## config.mk

```make
export PLATFORM = sky130hd
export DESIGN_NAME = circle_point_span_generator
export DESIGN_NICKNAME = d
export VERILOG_FILES = /design/src/hw/rtl/cpsg_pkg.sv /design/src/hw/rtl/circle_point_span_generator.sv /design/src/hw/rtl/cpsg_span.sv
export SDC_FILE = /design/constraint.sdc
export NUM_CORES = 1
export LEC_CHECK = 0
export ABC_AREA = 1
export BUFFER_PORTS_ARGS = -buffer_cell sky130_fd_sc_hd__buf_2
export CAP_MARGIN = 10
export CORE_UTILIZATION = 50
export DETAILED_ROUTE_END_ITERATION = 10
export GPL_ROUTABILITY_DRIVEN = 0
export HOLD_SLACK_MARGIN = 0.15
export PLACE_DENSITY = 0.79
export SYNTH_ARGS = -nofsm -noshare
export SYNTH_HDL_FRONTEND = slang
export SYNTH_HIERARCHICAL = 1
export SYNTH_SLANG_ARGS = --single-unit
```

## constraint.sdc

```tcl
create_clock -name i_clk -period 6.9 [get_ports i_clk]
set_input_delay 1.725 -clock i_clk [delete_from_list [all_inputs] [get_ports i_clk]]
set_output_delay 1.725 -clock i_clk [all_outputs]
set_load 0.005 [all_outputs]
```

## src/hw/rtl/cpsg_pkg.sv

```systemverilog
// ----------------------------------------------------------------------------
// cpsg_pkg
// shared codes and types for the circle point and span generator
// ----------------------------------------------------------------------------
package cpsg_pkg;

    localparam int SEQ_W = 3;

    // request kind on the input stream tuser
    localparam logic ACT_START = 1'b0;
    localparam logic ACT_STEP  = 1'b1;

    // index of the final result of one step
    localparam logic [SEQ_W-1:0] OUTLINE_LAST = 3'd7;
    localparam logic [SEQ_W-1:0] FILL_LAST    = 3'd3;

    typedef struct packed {
        logic             fill;
        logic [SEQ_W-1:0] idx;
    } t_span_sel;

endpackage

```

## src/hw/rtl/circle_point_span_generator.sv

```systemverilog
// ----------------------------------------------------------------------------
// circle_point_span_generator
// integer decision variable circle rasterizer, points or filled spans
// ----------------------------------------------------------------------------
// input stream: tuser selects start (load center, radius, mode) or step.
// a start request loads the circle and gives no output.
// a step request runs one iteration: the decision update is applied when
// the request is taken and the iteration's offsets are latched into the
// emitter, which sends eight points (outline) or four spans (fill), one
// per cycle while the receiver takes them, through the output register.
// tlast marks the final result of a step, tuser marks the final result
// of the circle. the first result of a step passes through the emitter
// and then the output register. steps are paced by the single output
// port of the emitter; the next request is taken in the cycle the last
// result of the previous step enters the output register. a step while
// no circle is running is taken and gives nothing.
// when the receiver stalls the output register and emitter hold, and
// tready drops once the emitter has a step in flight.
// reset: no circle running, outline mode, circle offsets and center cleared.
// ----------------------------------------------------------------------------
module circle_point_span_generator
    import cpsg_pkg::*;
#(
    parameter int COORD_BITS = 16
) (
    input  logic                                          i_clk,
    input  logic                                          i_rst_n,
    input  logic                                          s_axis_tvalid,
    output logic                                          s_axis_tready,
    // center_x, center_y, radius, fill_mode
    input  logic [((3*COORD_BITS+7)/8)*8-1:0]             s_axis_tdata,
    // action
    input  logic                                          s_axis_tuser,
    output logic                                          m_axis_tvalid,
    input  logic                                          m_axis_tready,
    // span_x_start, span_x_end, span_y
    output logic [((3*(COORD_BITS+1)+7)/8)*8-1:0]         m_axis_tdata,
    output logic                                          m_axis_tlast,
    // circle_done
    output logic                                          m_axis_tuser
);

    localparam int CW    = COORD_BITS;
    localparam int EW    = COORD_BITS + 1;
    localparam int DW    = COORD_BITS + 2;
    localparam int XW    = DW + 2;
    localparam int OUT_W = ((3*EW+7)/8)*8;

    localparam logic signed [CW-1:0] ONE_C = 1;
    localparam logic signed [DW-1:0] ONE_D = 1;
    localparam logic signed [XW-1:0] ONE_X = 1;

    // circle state
    logic signed [CW-1:0] r_cx, r_cy, r_a, r_b;
    logic        [CW-2:0] r_rad;
    logic signed [DW-1:0] r_d;
    logic                 r_active, r_fill;
    logic signed [CW-1:0] n_cx, n_cy, n_a, n_b;
    logic        [CW-2:0] n_rad;
    logic signed [DW-1:0] n_d;
    logic                 n_active, n_fill;

    // emitter
    logic                 r_busy, r_e_fill, r_e_done;
    logic [SEQ_W-1:0]     r_idx;
    logic signed [CW-1:0] r_e_cx, r_e_cy, r_e_a, r_e_b;

    // output register
    logic                 r_m_valid, r_m_last, r_m_done;
    logic [OUT_W-1:0]     r_m_data;

    logic                 in_acc, step_run, out_load, emit_last;
    logic signed [EW-1:0] w_xs, w_xe, w_y;
    logic                 w_last;
    logic signed [XW-1:0] w_d, w_a, w_b, w_r;
    logic signed [CW-1:0] upd_a, upd_b;
    logic signed [DW-1:0] upd_d;
    logic                 upd_done;
    t_span_sel            w_sel;

    assign out_load      = !r_m_valid || m_axis_tready;
    assign emit_last     = r_busy && w_last;
    assign s_axis_tready = !r_busy || (emit_last && out_load);
    assign in_acc        = s_axis_tvalid && s_axis_tready;
    assign step_run      = in_acc && (s_axis_tuser == ACT_STEP) && r_active;

    // three-way decision update
    always_comb begin
        w_d = XW'(r_d);
        w_a = XW'(r_a);
        w_b = XW'(r_b);
        w_r = XW'($signed({1'b0, r_rad}));
        if (w_d >= (w_a <<< 1)) begin
            upd_d = DW'(w_d - (w_a <<< 1) - ONE_X);
            upd_a = r_a + ONE_C;
            upd_b = r_b;
        end else if (w_d < ((w_r - w_b) <<< 1)) begin
            upd_d = DW'(w_d + (w_b <<< 1) - ONE_X);
            upd_a = r_a;
            upd_b = r_b - ONE_C;
        end else begin
            upd_d = DW'(w_d + ((w_b - w_a - ONE_X) <<< 1));
            upd_a = r_a + ONE_C;
            upd_b = r_b - ONE_C;
        end
        upd_done = (upd_b < upd_a);
    end

    always_comb begin
        n_cx     = r_cx;
        n_cy     = r_cy;
        n_rad    = r_rad;
        n_a      = r_a;
        n_b      = r_b;
        n_d      = r_d;
        n_active = r_active;
        n_fill   = r_fill;
        if (in_acc && (s_axis_tuser == ACT_START)) begin
            n_cx     = s_axis_tdata[CW-1:0];
            n_cy     = s_axis_tdata[2*CW-1:CW];
            n_rad    = s_axis_tdata[3*CW-2:2*CW];
            n_fill   = s_axis_tdata[3*CW-1];
            n_a      = '0;
            n_b      = $signed({1'b0, s_axis_tdata[3*CW-2:2*CW]});
            n_d      = DW'($signed({1'b0, s_axis_tdata[3*CW-2:2*CW]})) - ONE_D;
            n_active = 1'b1;
        end else if (step_run) begin
            n_a      = upd_a;
            n_b      = upd_b;
            n_d      = upd_d;
            n_active = !upd_done;
        end
    end

    always_ff @(posedge i_clk) begin
        if (!i_rst_n) begin
            r_cx     <= '0;
            r_cy     <= '0;
            r_rad    <= '0;
            r_a      <= '0;
            r_b      <= '0;
            r_d      <= '0;
            r_active <= 1'b0;
            r_fill   <= 1'b0;
        end else begin
            r_cx     <= n_cx;
            r_cy     <= n_cy;
            r_rad    <= n_rad;
            r_a      <= n_a;
            r_b      <= n_b;
            r_d      <= n_d;
            r_active <= n_active;
            r_fill   <= n_fill;
        end
    end

    // emitter holds the offsets of the step being sent
    always_ff @(posedge i_clk) begin
        if (!i_rst_n) begin
            r_busy <= 1'b0;
            r_idx  <= '0;
        end else if (step_run) begin
            r_busy <= 1'b1;
            r_idx  <= '0;
        end else if (r_busy && out_load) begin
            if (w_last) begin
                r_busy <= 1'b0;
            end else begin
                r_idx <= r_idx + 1'b1;
            end
        end
    end

    always_ff @(posedge i_clk) begin
        if (step_run) begin
            r_e_cx   <= r_cx;
            r_e_cy   <= r_cy;
            r_e_a    <= r_a;
            r_e_b    <= r_b;
            r_e_fill <= r_fill;
            r_e_done <= upd_done;
        end
    end

    assign w_sel.fill = r_e_fill;
    assign w_sel.idx  = r_idx;

    cpsg_span #(
        .COORD_BITS (COORD_BITS)
    ) u_span (
        .i_cx   (r_e_cx),
        .i_cy   (r_e_cy),
        .i_a    (r_e_a),
        .i_b    (r_e_b),
        .i_sel  (w_sel),
        .o_xs   (w_xs),
        .o_xe   (w_xe),
        .o_y    (w_y),
        .o_last (w_last)
    );

    always_ff @(posedge i_clk) begin
        if (!i_rst_n) begin
            r_m_valid <= 1'b0;
        end else if (out_load) begin
            r_m_valid <= r_busy;
        end
    end

    always_ff @(posedge i_clk) begin
        if (out_load) begin
            r_m_data <= OUT_W'({w_y, w_xe, w_xs});
            r_m_last <= w_last;
            r_m_done <= w_last && r_e_done;
        end
    end

    assign m_axis_tvalid = r_m_valid;
    assign m_axis_tdata  = r_m_data;
    assign m_axis_tlast  = r_m_last;
    assign m_axis_tuser  = r_m_done;

    a_done_on_last : assert property (@(posedge i_clk) disable iff (!i_rst_n)
        (m_axis_tvalid && m_axis_tuser) |-> m_axis_tlast)
        else $error("circle done without end of step");

    a_ready_when_free : assert property (@(posedge i_clk) disable iff (!i_rst_n)
        !s_axis_tready |-> r_busy)
        else $error("input stalled while emitter free");

    a_fill_count : assert property (@(posedge i_clk) disable iff (!i_rst_n)
        (r_busy && r_e_fill) |-> !r_idx[SEQ_W-1])
        else $error("fill step past its fourth span");

    a_step_starts : assert property (@(posedge i_clk) disable iff (!i_rst_n)
        step_run |=> (r_busy && (r_idx == '0)))
        else $error("running step did not start emitter");

endmodule

```

## src/hw/rtl/cpsg_span.sv

```systemverilog
// ----------------------------------------------------------------------------
// cpsg_span
// selects one symmetric point or span of the current iteration
// ----------------------------------------------------------------------------
module cpsg_span
    import cpsg_pkg::*;
#(
    parameter int COORD_BITS = 16
) (
    input  logic signed [COORD_BITS-1:0] i_cx,
    input  logic signed [COORD_BITS-1:0] i_cy,
    input  logic signed [COORD_BITS-1:0] i_a,
    input  logic signed [COORD_BITS-1:0] i_b,
    input  t_span_sel                    i_sel,
    output logic signed [COORD_BITS:0]   o_xs,
    output logic signed [COORD_BITS:0]   o_xe,
    output logic signed [COORD_BITS:0]   o_y,
    output logic                         o_last
);

    localparam int EW = COORD_BITS + 1;

    logic signed [EW-1:0] w_cx, w_cy, w_a, w_b;
    logic signed [EW-1:0] w_off_x, w_off_y;

    assign w_cx = EW'(i_cx);
    assign w_cy = EW'(i_cy);
    assign w_a  = EW'(i_a);
    assign w_b  = EW'(i_b);

    always_comb begin
        if (i_sel.fill) begin
            // outer rows use half width a, inner rows half width b
            w_off_x = (i_sel.idx[0] == i_sel.idx[1]) ? w_b : w_a;
            w_off_y = (i_sel.idx[0] == i_sel.idx[1]) ? w_a : w_b;
            o_xs    = w_cx - w_off_x;
            o_xe    = w_cx + w_off_x;
            o_y     = i_sel.idx[1] ? (w_cy - w_off_y) : (w_cy + w_off_y);
        end else begin
            w_off_x = i_sel.idx[0] ? w_b : w_a;
            w_off_y = i_sel.idx[0] ? w_a : w_b;
            o_xs    = i_sel.idx[1] ? (w_cx - w_off_x) : (w_cx + w_off_x);
            o_xe    = o_xs;
            o_y     = i_sel.idx[2] ? (w_cy - w_off_y) : (w_cy + w_off_y);
        end
        o_last = (i_sel.idx == (i_sel.fill ? FILL_LAST : OUTLINE_LAST));
    end

endmodule
```

==> impl_results.md <==
* FF+latch area at 0.00566 mm²
* Pin count of the biggest net entering global routing at 67
* First-pass iteration count of the detailed router at 6
* Syn_area_per_cell at approximately 7.3 µm²
* Count of state elements after synthesis at 223
* Worst-path fanout max at 13
* Post-synth top area share at between 15 and 20%
* Post-route ant nets at 0
* Largest cells by area after synthesis: edfxtp_1 18%, ha_1 13%, nand2_1 11%
* Most Frequent Cell on Critical Path: a21oi_1
* Comb pwr share at a little under half
* I/O pin count at ~110
* Clock period minus worst slack at ~6500 ps
* CTS tree: built
* Unrepaired setup endpoints after global routing: false
* Slew at the pin closest to its max-slew limit at a little over 900 ps
* Fin worst setup slack at 407 ps
* Mux cell area share after synthesis at less than 1%
* R2R setup slack at 410 ps
* Multi-input gate area at around 0.012 mm²
* Die width at about 200 µm
* Fill cells at ~3,500
* Complex-gate fraction of the synthesized area at between 10% and 20%
* Clk root buf: clkbuf_16
* Status: complete, no violations
* Layout Nets at about 3,000
* DP Worst Slack at 352 ps
* Delay-heaviest family, CP: compound AO/OA/AOI/OAI gates
* Sink Count at 223
* Number of buffers and inverters on the critical path at 2
* Bufs on Longest Clock Path at 3
* WHS at 427 ps
* Int Pwr at around 0.0032 W
* Worst-skew pair later-pin latency at around 550 ps
* Top sig layer: met4
* Final Cycle Share at between 90% and 100%
* Initial DRC Count at about 1,900
* Post-cts hold buffer count at 0
* Reg power frac at about 29%
* Most common cell after layout, fill and taps aside: nand2_1
* Vias in the first global route at around 18,000
* Starting Density at approximately half
* Slowest library cell on the worst path: fa_1
* Ys async rst share at 0%
* Num rows at 71
* Die Height at 199 µm
* Hold crit path type: register to register
* Post-CTS Setup Inserts at 0
* Total power draw at 0.00550 W
* Metal-1 WL at approximately 23,000 µm
* Dominant synthesized flop cell: edfxtp_1
* Post-synth EDFFs at between 100 and 150
* Post-synthesis xor/xnor area fraction at 5.80%
* Peak supply drop at 0.200 mV
* Antenna violations before repair at 0
* Number of I/O port buffers at 107
* NetSw at about 0.0023 W
* Final slew viol count at 0
* Gr ovfl total at 0
* Distinct cell type count after synthesis at between 60 and 70
* Adder-cell share of the synthesized area at approximately 14%
* Clk pwr share at roughly a quarter
* Post-Syn Area at between 0.015 and 0.02 mm²
* Wire length per cell at 17.3 µm
* Slew margin rel. at roughly two fifths
* CP Data Required Time at about 7200 ps
* Clk pin slew, worst setup/hold paths at roughly 60 ps
* Die area at ~0.04 mm²
* WL met2 at 26,300 µm
* Max Cap Viol at 0
* Total Routed Length at around 56,000 µm
* Fin. Hold Viols at 0
* Clk_skew at 12.9 ps
* First-pass GRT wire length at slightly below 90,000 µm
* Final TNS setup at 0 ps
* Total GRT Usage at 28.3%
* Max incr delay on CP at roughly 420 ps
* H-tree lvl count at 1
* Dpl hpwl at 43,500 µm
* Leak pwr at ~10 nW
* Number of CTS-inserted buffers at 26
* DR vias/cell at approximately 5.7
* Crit. End Element: register
* Area growth syn-to-layout at 9.08%
* CP Class: register to register
* DRC at 0
* Sequential area share after synthesis at between 20% and 30%
* FMAX at around 150 MHz
* Layout cells sized above 1 at 10.1%
* Area of the core at 0.0378 mm²
* Number of synthesis warnings at 6
* Sw frac at about two fifths
* Post-synthesis simple-gate area fraction at 22.9%
* CP Launch Type: register
* Main combinational cell family by area after synthesis: simple AND/OR/NAND/NOR gates
* Max reg flops at about 50
* Power density cells at between 200 and 300 mW/mm²
* Post-synth top area cell: edfxtp_1
* Vias at between 15,000 and 20,000
* Metal3 WL at 4490 µm
* Final Setup Violations at 0
* # diodes at 0
* Most frequent cells in the layout: 560 x nand2_1, 362 x inv_1, 242 x a21oi_1
* Data arrival time of the critical path at 6800 ps
* Post-Synthesis Cells at ~2,700
Yosys cell counts (9+ instances only):
cell / instances
edfxtp_1: 119
inv_2: 10
ha_1: 201
a21oi_1: 242
xor2_1: 93
a21o_1: 19
nor2_2: 10
o211ai_1: 26
o21ai_1: 27
nand4_1: 22
a31oi_1: 32
nand2_2: 24
xnor2_1: 35
inv_1: 365
nor3_1: 32
o21bai_1: 18
nand3_1: 113
nor2_1: 196
nand2_1: 560
o21ai_2: 18
fa_1: 9
clkbuf_1: 52
dfxtp_1: 104
o21ai_0: 191
per-stage QoR:
| stage | instance area [µm²] | utilization (%) | std cells |
|---|---|---|---|
| 2_1_floorplan | 19300 | - | 2658 |
| 3_3_place_gp | 20200 | 53.4 | 3207 |
| 3_5_place_dp | 20200 | 53.4 | 3207 |
| 4_1_cts | 21100 | 55.7 | 3254 |
| 5_1_grt | 21100 | 55.7 | 3254 |
| 6_report | 21100 | 55.7 | 3254 |
logic make-up (layout without fill, tap and decap cells):
logic type               Yosys count  count (layout)
adder cells (fa/ha/maj)          210             210
buffers and inverters            461             546
AND/OR/NAND/NOR                 1008            1008
XOR/XNOR                         128             128
other                              1               5
multiplexers                       2               2
AO/OA/AOI/OAI                    621             621
flip-flops                       223             223
power by group through the flow:
| stage | clock network [W] | registers [W] | logic, W |
|---|---|---|---|
| after detailed placement | 0 | 0.00162 | 0.00241 |
| after floorplan | 0 | 0.00160 | 0.00178 |
| after global routing | 0.00148 | 0.00161 | 0.00275 |
| after CTS | 0.00143 | 0.00159 | 0.00243 |
| after global placement | 0 | 0.00162 | 0.00232 |
| final | 0.00141 | 0.00160 | 0.00249 |
final timing paths:
| check | startpoint | to | cells after the start |
|---|---|---|---|
| setup / recovery | r_b[0]$_SDFFE_PN0P_ | r_e_done$_DFFE_PP_ | 35 |
| setup reg to reg | r_b[0]$_SDFFE_PN0P_ | r_e_done$_DFFE_PP_ | 35 |
| hold / removal | r_cx[7]$_SDFFE_PN0P_ | r_e_cx[7]$_DFFE_PP_ | 0 |
| hold reg to reg | r_cx[7]$_SDFFE_PN0P_ | r_e_cx[7]$_DFFE_PP_ | 0 |
area by class of cell:
class / count / share of cell area (%)
inverters: 379 / 6.80
repair buffers: 120 / 3.00
clock buffers: 33 / 3.41
clock inverters: 14 / 0.677
multi-input cells: 1974 / 56.2
flip-flops and latches: 223 / 26.8
well taps: 511 / 3.03
repair_timing:
action | 4_1_cts | 5_1_grt
gates resized for setup | 0 | 5
endpoints found under the setup margin | 0 | 2
endpoints found under the hold margin | 0 | 0
per-layer routing:
layer,global-route usage [%],vias up
met3,2.80,179
met1,35.9,8551
li1,-,8992
met2,48.5,864
met4,13.0,0
met5,0,-
Power figures use the tool's default switching activity.
